`config.mk`:
```
export PLATFORM = sky130hd
export DESIGN_NAME = low_pressure_alarm_qualifier_unit_flat
export DESIGN_NICKNAME = d
export VERILOG_FILES = /design/src/lpaq_pkg.sv /design/src/lpaq_if.sv /design/src/lpaq_core.sv /design/src/low_pressure_alarm_qualifier_unit.sv /design/src/flat_wrapper.sv
export SDC_FILE = /design/constraint.sdc
export NUM_CORES = 1
export LEC_CHECK = 0
export BUFFER_PORTS_ARGS = -buffer_cell sky130_fd_sc_hd__buf_4
export CORE_ASPECT_RATIO = 1.2
export CORE_MARGIN = 8
export CORE_UTILIZATION = 40
export CTS_CLUSTER_SIZE = 28
export DETAILED_ROUTE_END_ITERATION = 10
export MAX_ROUTING_LAYER = met4
export PLACE_DENSITY = 0.57
export SYNTH_ARGS = -nofsm -noshare
export SYNTH_HDL_FRONTEND = slang
export SYNTH_SLANG_ARGS = --single-unit
```
`constraint.sdc`:
```
create_clock -name clk -period 9.8 [get_ports clk]
set_input_delay 0.49 -clock clk [delete_from_list [all_inputs] [get_ports clk]]
set_output_delay 0.49 -clock clk [all_outputs]
set_load 0.05 [all_outputs]
```
`src/lpaq_pkg.sv`:
```
// Package for the low pressure alarm qualifier: field widths, reset values,
// register indexes and the word structs; the interfaces use only its widths.
// No dependencies.
package lpaq_pkg;

    localparam int GW   = 16;   // g magnitude, Q8.8
    localparam int PW   = 16;   // oil pressure, Q8.8 bar
    localparam int DIRW = 3;    // direction code
    localparam int TW   = 32;   // ms timestamp
    localparam int CFGW = 16;   // widest config register
    localparam int IDXW = 2;    // config register index

    // config register indexes
    localparam logic [IDXW-1:0] REG_G_THRESHOLD   = 2'd0;
    localparam logic [IDXW-1:0] REG_OIL_LOW_LEVEL = 2'd1;
    localparam logic [IDXW-1:0] REG_DELAY_MS      = 2'd2;
    localparam logic [IDXW-1:0] REG_HOLD_MS       = 2'd3;

    // reset values: 1.0 g, 3.0 bar, 500 ms, 3000 ms
    localparam logic [CFGW-1:0] G_THRESHOLD_RST   = 16'd256;
    localparam logic [CFGW-1:0] OIL_LOW_LEVEL_RST = 16'd768;
    localparam logic [CFGW-1:0] DELAY_MS_RST      = 16'd500;
    localparam logic [CFGW-1:0] HOLD_MS_RST       = 16'd3000;

    localparam logic [PW-1:0] MIN_PRESSURE_RST = '1;

    typedef struct packed {
        logic [GW-1:0]   g_force;
        logic [PW-1:0]   oil_pressure;
        logic [DIRW-1:0] g_direction;
        logic [TW-1:0]   now_ms;
    } sample_t;

    typedef struct packed {
        logic            warning_on;
        logic            warning_changed;
        logic            event_done;
        logic [GW-1:0]   event_peak_g;
        logic [PW-1:0]   event_min_pressure;
        logic [DIRW-1:0] event_direction;
        logic [TW-1:0]   event_duration_ms;
    } result_t;

    typedef struct packed {
        logic [GW-1:0]   g_threshold;
        logic [PW-1:0]   oil_low_level;
        logic [CFGW-1:0] delay_ms;
        logic [CFGW-1:0] hold_ms;
    } cfg_t;

endpackage

```
`src/lpaq_if.sv`:
```
// Valid/ready channel interfaces for sample words in and result words out.
// Depends on lpaq_pkg.
interface lpaq_sample_if;
    logic                     valid;
    logic                     ready;
    logic [lpaq_pkg::GW-1:0]   g_force;
    logic [lpaq_pkg::PW-1:0]   oil_pressure;
    logic [lpaq_pkg::DIRW-1:0] g_direction;
    logic [lpaq_pkg::TW-1:0]   now_ms;

    modport source (output valid, g_force, oil_pressure, g_direction, now_ms,
                    input ready);
    modport sink (input valid, g_force, oil_pressure, g_direction, now_ms,
                  output ready);
    modport monitor (input valid, ready, g_force, oil_pressure, g_direction, now_ms);
endinterface

interface lpaq_result_if;
    logic                     valid;
    logic                     ready;
    logic                     warning_on;
    logic                     warning_changed;
    logic                     event_done;
    logic [lpaq_pkg::GW-1:0]   event_peak_g;
    logic [lpaq_pkg::PW-1:0]   event_min_pressure;
    logic [lpaq_pkg::DIRW-1:0] event_direction;
    logic [lpaq_pkg::TW-1:0]   event_duration_ms;

    modport source (output valid, warning_on, warning_changed, event_done,
                    event_peak_g, event_min_pressure, event_direction,
                    event_duration_ms,
                    input ready);
    modport sink (input valid, warning_on, warning_changed, event_done,
                  event_peak_g, event_min_pressure, event_direction,
                  event_duration_ms,
                  output ready);
    modport monitor (input valid, ready, warning_on, warning_changed, event_done,
                     event_peak_g, event_min_pressure, event_direction,
                     event_duration_ms);
endinterface

```
`src/lpaq_core.sv`:
```
// Event state and per-sample qualify logic of the alarm qualifier.
// Result is combinational from the held sample; state updates on step.
// Depends on lpaq_pkg.
module lpaq_core
(
    input  logic              clk,
    input  logic              rst_n,
    input  logic              step,
    input  lpaq_pkg::sample_t smp,
    input  lpaq_pkg::cfg_t    cfg,
    output lpaq_pkg::result_t res
);

    logic                        active_reg, active_next;
    logic [lpaq_pkg::TW-1:0]     start_reg, start_next;
    logic [lpaq_pkg::TW-1:0]     until_reg, until_next;
    logic                        showing_reg, showing_next;
    logic [lpaq_pkg::GW-1:0]     peak_reg, peak_next;
    logic [lpaq_pkg::PW-1:0]     minp_reg, minp_next;
    logic [lpaq_pkg::DIRW-1:0]   dir_reg, dir_next;
    logic                        logged_reg, logged_next;

    logic                    cond;
    logic                    new_event;
    logic [lpaq_pkg::TW-1:0] start_eff;
    logic [lpaq_pkg::TW-1:0] elapsed;
    logic [lpaq_pkg::TW-1:0] remaining;
    logic                    show;
    logic                    done;

    always_comb
    begin
        cond      = (smp.g_force > cfg.g_threshold) &&
                    (smp.oil_pressure <= cfg.oil_low_level);
        new_event = !active_reg || logged_reg;
        start_eff = (cond && new_event) ? smp.now_ms : start_reg;
        elapsed   = smp.now_ms - start_eff;
        remaining = until_reg - smp.now_ms;

        active_next = active_reg;
        start_next  = start_reg;
        until_next  = until_reg;
        peak_next   = peak_reg;
        minp_next   = minp_reg;
        dir_next    = dir_reg;
        logged_next = logged_reg;
        show        = 1'b0;
        done        = 1'b0;

        if (cond)
        begin
            if (new_event)
            begin
                active_next = 1'b1;
                start_next  = smp.now_ms;
                peak_next   = smp.g_force;
                minp_next   = smp.oil_pressure;
                dir_next    = smp.g_direction;
                logged_next = 1'b0;
            end
            else
            begin
                if (smp.g_force > peak_reg)
                    peak_next = smp.g_force;
                if (smp.oil_pressure < minp_reg)
                    minp_next = smp.oil_pressure;
            end
            if (elapsed >= {{(lpaq_pkg::TW-lpaq_pkg::CFGW){1'b0}}, cfg.delay_ms})
            begin
                until_next = smp.now_ms +
                             {{(lpaq_pkg::TW-lpaq_pkg::CFGW){1'b0}}, cfg.hold_ms};
                show       = 1'b1;
            end
        end
        else
        begin
            done        = active_reg && !logged_reg;
            logged_next = logged_reg || done;
            // hold window open while remaining time is nonzero and not past
            show = showing_reg && (remaining != '0) && !remaining[lpaq_pkg::TW-1];
        end

        res.warning_on         = show;
        res.warning_changed    = show != showing_reg;
        res.event_done         = done;
        res.event_peak_g       = done ? peak_reg : '0;
        res.event_min_pressure = done ? minp_reg : '0;
        res.event_direction    = done ? dir_reg : '0;
        res.event_duration_ms  = done ? elapsed : '0;

        // warning drop wipes the event state
        if (!show && showing_reg)
        begin
            active_next = 1'b0;
            start_next  = '0;
            until_next  = '0;
            peak_next   = '0;
            minp_next   = lpaq_pkg::MIN_PRESSURE_RST;
            dir_next    = '0;
            logged_next = 1'b0;
        end
        showing_next = show;
    end

    always_ff @(posedge clk or negedge rst_n)
    begin
        if (!rst_n)
        begin
            active_reg  <= 1'b0;
            start_reg   <= '0;
            until_reg   <= '0;
            showing_reg <= 1'b0;
            peak_reg    <= '0;
            minp_reg    <= lpaq_pkg::MIN_PRESSURE_RST;
            dir_reg     <= '0;
            logged_reg  <= 1'b0;
        end
        else if (step)
        begin
            active_reg  <= active_next;
            start_reg   <= start_next;
            until_reg   <= until_next;
            showing_reg <= showing_next;
            peak_reg    <= peak_next;
            minp_reg    <= minp_next;
            dir_reg     <= dir_next;
            logged_reg  <= logged_next;
        end
    end

endmodule

```
`src/low_pressure_alarm_qualifier_unit.sv`:
```
// Top level of the low pressure alarm qualifier: config registers, input
// register, result register and the handshake around lpaq_core.
// Depends on lpaq_pkg, lpaq_if, lpaq_core.
//
//  channel   dir  handshake          word
//  -------   ---  -----------------  ------------------------------------------
//  sample    in   valid/ready        g_force, oil_pressure, g_direction, now_ms
//  result    out  valid/ready        warning_on/changed, event record fields
//  cfg_*     in   cfg_we, no stall   cfg_index selects register, cfg_data value
//
// One sample word in and one result word out per clock, sustained while
// result.ready stays high. The sample lands in the input register, then the
// qualify logic (one 32-bit subtract/compare for delay, one for the hold
// window) feeds the result register while the event state updates.
// A stalled result register holds its word; the input register still takes
// a sample if it is empty, and the pair drains in order once ready returns.
// Reset (rst_n, async low) empties both registers, loads the register
// defaults and clears the event state; no clearing pass.
module low_pressure_alarm_qualifier_unit
(
    input  logic                          clk,
    input  logic                          rst_n,
    lpaq_sample_if.sink                   sample,
    lpaq_result_if.source                 result,
    input  logic                          cfg_we,
    input  logic [lpaq_pkg::IDXW-1:0]     cfg_index,
    input  logic [lpaq_pkg::CFGW-1:0]     cfg_data
);

    lpaq_pkg::cfg_t    cfg_reg;
    lpaq_pkg::sample_t in_data_reg;
    logic              in_valid_reg;
    lpaq_pkg::result_t out_data_reg;
    logic              out_valid_reg;
    lpaq_pkg::result_t res_next;
    lpaq_pkg::sample_t in_word;
    logic              advance;
    logic              take;

    // move held sample into result stage when result slot is free
    assign advance = in_valid_reg && (!out_valid_reg || result.ready);
    assign sample.ready = !in_valid_reg || advance;
    assign take = sample.valid && sample.ready;

    assign in_word.g_force      = sample.g_force;
    assign in_word.oil_pressure = sample.oil_pressure;
    assign in_word.g_direction  = sample.g_direction;
    assign in_word.now_ms       = sample.now_ms;

    // config registers
    always_ff @(posedge clk or negedge rst_n)
    begin
        if (!rst_n)
        begin
            cfg_reg.g_threshold   <= lpaq_pkg::G_THRESHOLD_RST;
            cfg_reg.oil_low_level <= lpaq_pkg::OIL_LOW_LEVEL_RST;
            cfg_reg.delay_ms      <= lpaq_pkg::DELAY_MS_RST;
            cfg_reg.hold_ms       <= lpaq_pkg::HOLD_MS_RST;
        end
        else if (cfg_we)
        begin
            case (cfg_index)
                lpaq_pkg::REG_G_THRESHOLD:   cfg_reg.g_threshold   <= cfg_data;
                lpaq_pkg::REG_OIL_LOW_LEVEL: cfg_reg.oil_low_level <= cfg_data;
                lpaq_pkg::REG_DELAY_MS:      cfg_reg.delay_ms      <= cfg_data;
                lpaq_pkg::REG_HOLD_MS:       cfg_reg.hold_ms       <= cfg_data;
                default: ;
            endcase
        end
    end

    // input register
    always_ff @(posedge clk or negedge rst_n)
    begin
        if (!rst_n)
            in_valid_reg <= 1'b0;
        else if (sample.ready)
            in_valid_reg <= sample.valid;
    end

    always_ff @(posedge clk)
    begin
        if (take)
            in_data_reg <= in_word;
    end

    lpaq_core u_core
    (
        .clk   (clk),
        .rst_n (rst_n),
        .step  (advance),
        .smp   (in_data_reg),
        .cfg   (cfg_reg),
        .res   (res_next)
    );

    // result register
    always_ff @(posedge clk or negedge rst_n)
    begin
        if (!rst_n)
            out_valid_reg <= 1'b0;
        else if (advance)
            out_valid_reg <= 1'b1;
        else if (result.ready)
            out_valid_reg <= 1'b0;
    end

    always_ff @(posedge clk)
    begin
        if (advance)
            out_data_reg <= res_next;
    end

    assign result.valid              = out_valid_reg;
    assign result.warning_on         = out_data_reg.warning_on;
    assign result.warning_changed    = out_data_reg.warning_changed;
    assign result.event_done         = out_data_reg.event_done;
    assign result.event_peak_g       = out_data_reg.event_peak_g;
    assign result.event_min_pressure = out_data_reg.event_min_pressure;
    assign result.event_direction    = out_data_reg.event_direction;
    assign result.event_duration_ms  = out_data_reg.event_duration_ms;

endmodule

```
`src/flat_wrapper.sv`:
```
// flat-port wrapper written by rule: the top's interface ports become plain ports
module low_pressure_alarm_qualifier_unit_flat 
  (clk, rst_n, cfg_we, cfg_index, cfg_data, sample_valid, sample_g_force, sample_oil_pressure, sample_g_direction, sample_now_ms, sample_ready, result_valid, result_warning_on, result_warning_changed, result_event_done, result_event_peak_g, result_event_min_pressure, result_event_direction, result_event_duration_ms, result_ready);
  lpaq_sample_if sample_i ();
  lpaq_result_if result_i ();
  input  logic clk;
  input  logic rst_n;
  input  logic cfg_we;
  input  logic [lpaq_pkg::IDXW-1:0] cfg_index;
  input  logic [lpaq_pkg::CFGW-1:0] cfg_data;
  input wire logic [$bits(sample_i.valid)-1:0] sample_valid;
  input wire logic [$bits(sample_i.g_force)-1:0] sample_g_force;
  input wire logic [$bits(sample_i.oil_pressure)-1:0] sample_oil_pressure;
  input wire logic [$bits(sample_i.g_direction)-1:0] sample_g_direction;
  input wire logic [$bits(sample_i.now_ms)-1:0] sample_now_ms;
  output wire logic [$bits(sample_i.ready)-1:0] sample_ready;
  output wire logic [$bits(result_i.valid)-1:0] result_valid;
  output wire logic [$bits(result_i.warning_on)-1:0] result_warning_on;
  output wire logic [$bits(result_i.warning_changed)-1:0] result_warning_changed;
  output wire logic [$bits(result_i.event_done)-1:0] result_event_done;
  output wire logic [$bits(result_i.event_peak_g)-1:0] result_event_peak_g;
  output wire logic [$bits(result_i.event_min_pressure)-1:0] result_event_min_pressure;
  output wire logic [$bits(result_i.event_direction)-1:0] result_event_direction;
  output wire logic [$bits(result_i.event_duration_ms)-1:0] result_event_duration_ms;
  input wire logic [$bits(result_i.ready)-1:0] result_ready;
  assign sample_i.valid = sample_valid;
  assign sample_i.g_force = sample_g_force;
  assign sample_i.oil_pressure = sample_oil_pressure;
  assign sample_i.g_direction = sample_g_direction;
  assign sample_i.now_ms = sample_now_ms;
  assign sample_ready = sample_i.ready;
  assign result_valid = result_i.valid;
  assign result_warning_on = result_i.warning_on;
  assign result_warning_changed = result_i.warning_changed;
  assign result_event_done = result_i.event_done;
  assign result_event_peak_g = result_i.event_peak_g;
  assign result_event_min_pressure = result_i.event_min_pressure;
  assign result_event_direction = result_i.event_direction;
  assign result_event_duration_ms = result_i.event_duration_ms;
  assign result_i.ready = result_ready;
  low_pressure_alarm_qualifier_unit u_core (.clk(clk), .rst_n(rst_n), .sample(sample_i), .result(result_i), .cfg_we(cfg_we), .cfg_index(cfg_index), .cfg_data(cfg_data));
endmodule
```
# Yosys cells after proc, flatten, opt, wreduce, memory -nomap -nowiden
# Cells that the tools add are included.
[totals] regBits=305 output_inout_bits=72 word_cells=102
[classes] addsub=3 magnitude_cmp=5 eq_ne=5 n_mux=29 n_reduce_logical=35
[op_table] op="2-to-1 mux 32 bit" count=7
[op_table] op="2-to-1 mux 16 bit" count=8
[op_table] op="subtractor 32 bit" count=2
[op_table] op="adder 32 x 16 -> 32 bit" count=1
[op_table] op=">= comparator 32 x 16 -> 1 bit" count=1
[op_table] op="greater-than comparator 16 bit" count=2
[op_table] op="nonzero test 32 bit" count=1
[op_table] op="<= comparator 16 bit" count=1
[op_table] op="less-than comparator 16 bit" count=1
[op_table] op="AND reduction 3 bit" count=4
[op_table] op="2-to-1 mux 1 bit" count=11
[op_table] op="AND reduction 2 bit" count=5
[op_table] op="2-to-1 mux 3 bit" count=3
[op_table] op="logical AND 1 bit" count=8
[op_table] op="nonzero test 2 bit" count=4
[op_table] op="logical NOT 1 bit" count=6
[op_table] op="nonzero test 3 bit" count=2
[op_table] op="equality test 2 bit (second input constant)" count=2
[op_table] op="logical OR 1 bit" count=4
[op_table] op="inequality test 3 x 1 -> 1 bit (second input constant)" count=1
[op_table] op="equality test 2 x 1 -> 1 bit (second input constant)" count=1
[op_table] op="logical NOT 2 bit" count=1
[op_table] op="inequality test 1 bit" count=1

# Logic depth before layout (Yosys ltp)
[depth] depth_word=12 depth_mapped=37

# Hierarchy
# From an unflattened synthesis, not the netlist that was laid out.
[unflattened] cells_unflattened=1777 hier_area_um2=18464.0
[modules_own_cells] mod="lpaq_core" instances=1 cells_per_inst=1496 area_each_um2=11830.1
[modules_own_cells] mod="low_pressure_alarm_qualifier_unit" instances=1 cells_per_inst=281 area_each_um2=6633.9

# Worst setup path before layout
# OpenSTA, ideal clock, no wires.
[synth_timing] path_kind="register to register" startpoint="reg u_core.cfg_reg[41] (netlist name)" endpoint="reg u_core.u_core.peak_reg[10] (netlist name)" arrival_ns=6.805 required_ns=9.669 slack_ns=2.864 stages_incl_launch_ff=37 period_less_slack_ns=6.936 cell_sequence="dfstp_2 -> inv_1 -> ha_1 -> a21o_1 -> a221o_1 -> a221oi_1 -> o21ai_0 -> o31ai_1 -> nand2_1 -> clkbuf_1 -> nor2_1 -> a21oi_1 -> ha_1 -> nand2_1 -> a211oi_1 -> nor2_1 -> nor3_1 -> nand2_1 -> nand2_1 -> xor2_1 -> ha_1 -> a21o_1 -> a21o_1 -> a21oi_1 -> nand2_1 -> nand4b_1 -> nor4_2 -> nand4_1 -> and2_2 -> nor2_1 -> ha_1 -> o21a_1 -> clkbuf_1 -> o21a_1 -> a31oi_2 -> buf_2 -> mux2i_1"
[synth_via] elab_chain_len=12 elab_cells_between_ends=14 cone_classes="add/sub: 1; order compare: 2; mux: 4; reduce/logical: 7"
[synth_rtl] item="start: declaration" line="low_pressure_alarm_qualifier_unit.sv:30" rtl="lpaq_pkg::cfg_t cfg_reg;"
[synth_rtl] item="<= comparator 16 bit *" line="lpaq_core.sv:34" rtl="(smp.oil_pressure <= cfg.oil_low_level);"
[synth_rtl] item="logical AND 1 bit *" line="lpaq_core.sv:33" rtl="cond = (smp.g_force > cfg.g_threshold) &&"
[synth_rtl] item="logical AND 1 bit *" line="lpaq_core.sv:36" rtl="start_eff = (cond && new_event) ? smp.now_ms : start_reg;"
[synth_rtl] item="2-to-1 mux 32 bit *" line="lpaq_core.sv:36"
[synth_rtl] item="subtractor 32 bit *" line="lpaq_core.sv:37" rtl="elapsed = smp.now_ms - start_eff;"
[synth_rtl] item="via u_core.u_core.elapsed (one bit)" line="lpaq_core.sv:26" rtl="logic [lpaq_pkg::TW-1:0] elapsed;"
[synth_rtl] item=">= comparator 32 x 16 -> 1 bit *" line="lpaq_core.sv:68" rtl="if (elapsed >= {{(lpaq_pkg::TW-lpaq_pkg::CFGW){1'b0}}, cfg.delay_ms})"
[synth_rtl] item="2-to-1 mux 1 bit *" line="lpaq_core.sv:68"
[synth_rtl] item="2-to-1 mux 1 bit *" line="lpaq_core.sv:50" rtl="if (cond)"
[synth_rtl] item="logical NOT 1 bit *" line="lpaq_core.sv:92" rtl="if (!show && showing_reg)"
[synth_rtl] item="logical AND 1 bit *" line="lpaq_core.sv:92"
[synth_rtl] item="nonzero test 3 bit (no source line) or nonzero test 2 bit (tied branches)"
[synth_rtl] item="AND reduction 3 bit (no source line)"
[synth_rtl] item="end signal: assignment" line="lpaq_core.sv:124" rtl="peak_reg <= peak_next;"
[synth_rtl] item="end: declaration" line="lpaq_core.sv:18" rtl="logic [lpaq_pkg::GW-1:0] peak_reg, peak_next;"
# Mark *: on every way through the listed nets, which the timed path passes. The rest lies on a longest branch.
# A chain may end at the register's enable or synchronous reset.

# Worst setup path in the final report
[layout_timing] startpoint="reg u_core.in_data_reg[52] (netlist name)" endpoint="reg u_core.u_core.start_reg[29] (netlist name)"
[layout_via] elab_chain_len=12 elab_cells_between_ends=14 cone_classes="add/sub: 1; order compare: 2; mux: 4; reduce/logical: 7"
[layout_rtl] item="start: declaration" line="low_pressure_alarm_qualifier_unit.sv:31" rtl="lpaq_pkg::sample_t in_data_reg;"
[layout_rtl] item="start signal: assignment" line="low_pressure_alarm_qualifier_unit.sv:84" rtl="in_data_reg <= in_word;"
[layout_rtl] item="greater-than comparator 16 bit *" line="lpaq_core.sv:33"
[layout_rtl] item="logical AND 1 bit *" line="lpaq_core.sv:33"
[layout_rtl] item="logical AND 1 bit *" line="lpaq_core.sv:36"
[layout_rtl] item="2-to-1 mux 32 bit *" line="lpaq_core.sv:36"
[layout_rtl] item="subtractor 32 bit *" line="lpaq_core.sv:37"
[layout_rtl] item="via u_core.u_core.elapsed (one bit)" line="lpaq_core.sv:26"
[layout_rtl] item=">= comparator 32 x 16 -> 1 bit *" line="lpaq_core.sv:68"
[layout_rtl] item="2-to-1 mux 1 bit *" line="lpaq_core.sv:68"
[layout_rtl] item="2-to-1 mux 1 bit *" line="lpaq_core.sv:50"
[layout_rtl] item="logical NOT 1 bit *" line="lpaq_core.sv:92"
[layout_rtl] item="logical AND 1 bit *" line="lpaq_core.sv:92"
[layout_rtl] item="nonzero test 2 bit (no source line)"
[layout_rtl] item="AND reduction 3 bit (no source line)"
[layout_rtl] item="end signal: assignment" line="lpaq_core.sv:121" rtl="start_reg <= start_next;"
[layout_rtl] item="end: declaration" line="lpaq_core.sv:15" rtl="logic [lpaq_pkg::TW-1:0] start_reg, start_next;"
# Marks and branches as above.

==> results.yml <==
clock_network:
  cts_buffers: 30
  cts_resized: 0
  cts_hold_buffers: 0
  clock-sinks: 305
  clk_pin_slew_worst_paths_ns: 0.07
  cts_tree: "done"
  post_cts_buffers: 0
  worstSkewPairLatency_ns: 0.57
  cts-root-buf: "clkbuf_16"
  htreeDepth: 1
  cts_max_path_buffers: 3
layout:
  largest_reg_flops: 67
  antenna_cells: 0
  final_core_util_pct: 46.34
  nets: 2176
  drive_gt1_share_pct: 18.48
  syn_to_final_growth_pct: 15.22
  fillerInstances: 4391
  instances_no_fill: 2564
logic_synthesis:
  ys_ff_latch: 305
  synth_edf_count: 137
  ys.flop_type: "edfxtp_1"
  syn-num-nets: 2035
  syn_area_sq_um: 18350
  synth_seq_area_share_pct: 45.55
  yosysWarnings: 0
  synth_area_per_cell_sq_um: 10.29
  async_reset_ff_share_pct: 55.08
  synthCells: 1783
  post_synth_num_cell_types: 85
  yosys.area.top_type: "edfxtp_1"
  synth_top_area_share_pct: 22.42
  yosys-top-cells-area: "edfxtp_1, dfrtp_1, ha_1, dfstp_2, nor2_1"
timing:
  hold_viol_final: 2
  tns_ns: 0
  rsz0062_at_grt: "no"
  fin_ws_ns: 1.291
  slew_headroom_pct: 19.98
  fmax_ghz: 0.1175
  setup_viol: 0
  holdWs_ns: -0.02823
  fin_crit_ns: 8.509
  skew_ns: 0.01103
  drv_slew: 0
  tightest_slew_ns: 1.200
  min_period_over_period_pct: 86.83
outcome:
  status: "finished with violations"
  violations: "hold timing"
critical_path:
  cp_data_required_time_ns: 10.26
  cp_slowest_cell: "buf_4"
  crit_type: "register to register"
  critPathMaxStageDelay_ns: 0.80
  worst_setup_path_end_kind: "register"
  critPathArrivalTime_ns: 8.97
  path_max_fanout: 100
  path_common_cell: "nand2_1"
  worst_setup_path_start_kind: "register"
pwr:
  p_sw_share_pct: 43.11
  p_comb_share_pct: 53.3
  power_mw: 6.582
  switching_power_mw: 2.838
  p_int_mw: 3.744
  pwr-share-seq_pct: 29.5
  cellLeakagePower_nw: 9.495
  vdd_ir_drop_max_v: 0.0001576
  power.density_nw_per_um2: 311.3
  pwr-share-clk_pct: 17.2
placement:
  post-place-ws_ns: 1.395
  port_buffers: 161
  dp_hpwl_mm: 39.84
  dp.cells: 2508
  place.gp.congestion: 0.9234
floorplan:
  die_w_um: 211.5
  rows: 86
  die-area_sq_um: 53010
  core-area_sq_um: 45620
  start_util_pct: 40.22
  io_pins: 162
  die_y_um: 250.6
routing:
  first_iter_violations: 755
  drc: 0
  wire_per_inst_um: 20.08
  first_pass_iters: 5
  routed_wl_mm: 51.49
  dr_total_vias: 13774
  final_antenna_net_count: 0
  avgViaCountPerCell: 5.372
grt:
  grt_antenna_before_repair: 0
  grt_pass1_vias: 14242
  grt_first_pass_wirelength_mm: 80.50
  grtUsageTotal_pct: 19.70
  grt_start_max_net_pins: 101
  overflow: 0
job:
  maxCapViolCount: 0
worst_hold_path:
  hold_path.class: "primary input to async pin"
-- Yosys cell counts, drive strengths merged, types with 19 or more instances --
cell    count
inv       135
nor3       31
nor2      180
ha        159
o21ai      85
mux2       80
a211oi     19
xor2       22
nand2     129
xnor2      39
nand2b     37
o31ai      34
nand3      32
a21o       36
edfxtp    137
clkbuf     55
nand4      29
o21a       19
a21oi     117
dfstp      32
and2       30
mux2i      36
dfrtp     136
-- cells in the final DEF, fill, tap and decap left out, drive strengths merged, types with 36 or more instances in the layout --
master	n
nand2b	37
mux2i	36
edfxtp	137
a21o	36
inv	135
clkbuf	43
nor2	180
dfrtp	136
a21oi	117
buf	172
nand2	129
mux2	80
ha	159
o21ai	85
xnor2	39
-- area by class of cell --
type	count	area [sq um]	area share (%)
clock inverter	13	123.9	0.5859
inverter	135	506.7	2.397
tap	616	770.7	3.645
timing repair buffer	172	1295	6.125
multi-input combinational	1280	9258	43.79
sequential	305	8358	39.53
clock buffer	43	830.8	3.929
-- power by group through the flow --
stage / combinational, mW / clock [mW] / sequential [mW]
floorplan: 2.33 / 0 / 2.15
global placement: 3.46 / 0 / 1.96
detailed placement: 3.51 / 0 / 1.96
CTS: 3.52 / 1.17 / 1.94
global route: 3.85 / 1.22 / 1.98
finish: 3.51 / 1.13 / 1.94
-- stage by stage --
stage / hold WS, ns / instance area, sq um
after floorplan: 0.1944 / 18350
after global placement: 0.4579 / 20190
after detailed placement: 0.4687 / 20190
after CTS: 0.04391 / 21140
after global routing: 0.06629 / 21140
final: -0.02823 / 21140
-- metal layers --
metal  wire, um  vias up  GRT usage (%)
met5          0        -              -
met4       1855        0          6.917
met3       1433       92          1.776
met2      26220      267          34.53
met1      21980     6679          23.38
li1           -     6736              -
-- worst max-delay path: cells and delay by family, from the launching register on --
| kind | cells | cell delay [ns] |
|---|---|---|
| and+or+nand+nor | 15 | 3.00 |
| AOI/OAI and AO/OA | 11 | 2.38 |
| adders and majority gates | 4 | 1.18 |
| buffers and inverters | 2 | 1.16 |
| DFF | 1 | 0.44 |
| xor gates and xnor gates | 1 | 0.19 |
-- kinds of logic after synthesis --
logic type                 Yosys count  share of synthesized area (%)
and+or+nand+nor                    532                          13.77
buffers and inverters              198                          4.200
xor gates and xnor gates            61                          2.911
muxes                              117                          7.569
adders and majority gates          162                          11.17
DFF                                305                          45.55
AOI/OAI and AO/OA                  408                          14.84
-- worst paths after layout --
kind                       slack [ns]  depth (start not counted)                         from                          end
max                              1.29                         33       u_core.in_data_reg[52]  u_core.u_core.start_reg[29]
min                             -0.03                          1                        rst_n          u_core.result.valid
max reg2reg                      1.29                         33       u_core.in_data_reg[52]  u_core.u_core.start_reg[29]
min reg2reg                      0.48                          2  u_core.u_core.start_reg[13]  u_core.u_core.start_reg[13]
max in group asynchronous        8.22                          2                        rst_n   u_core.u_core.until_reg[0]
min in group clk                 0.10                          1            sample_now_ms[23]       u_core.in_data_reg[23]
Note: power is estimated with default switching activity, not from simulation.
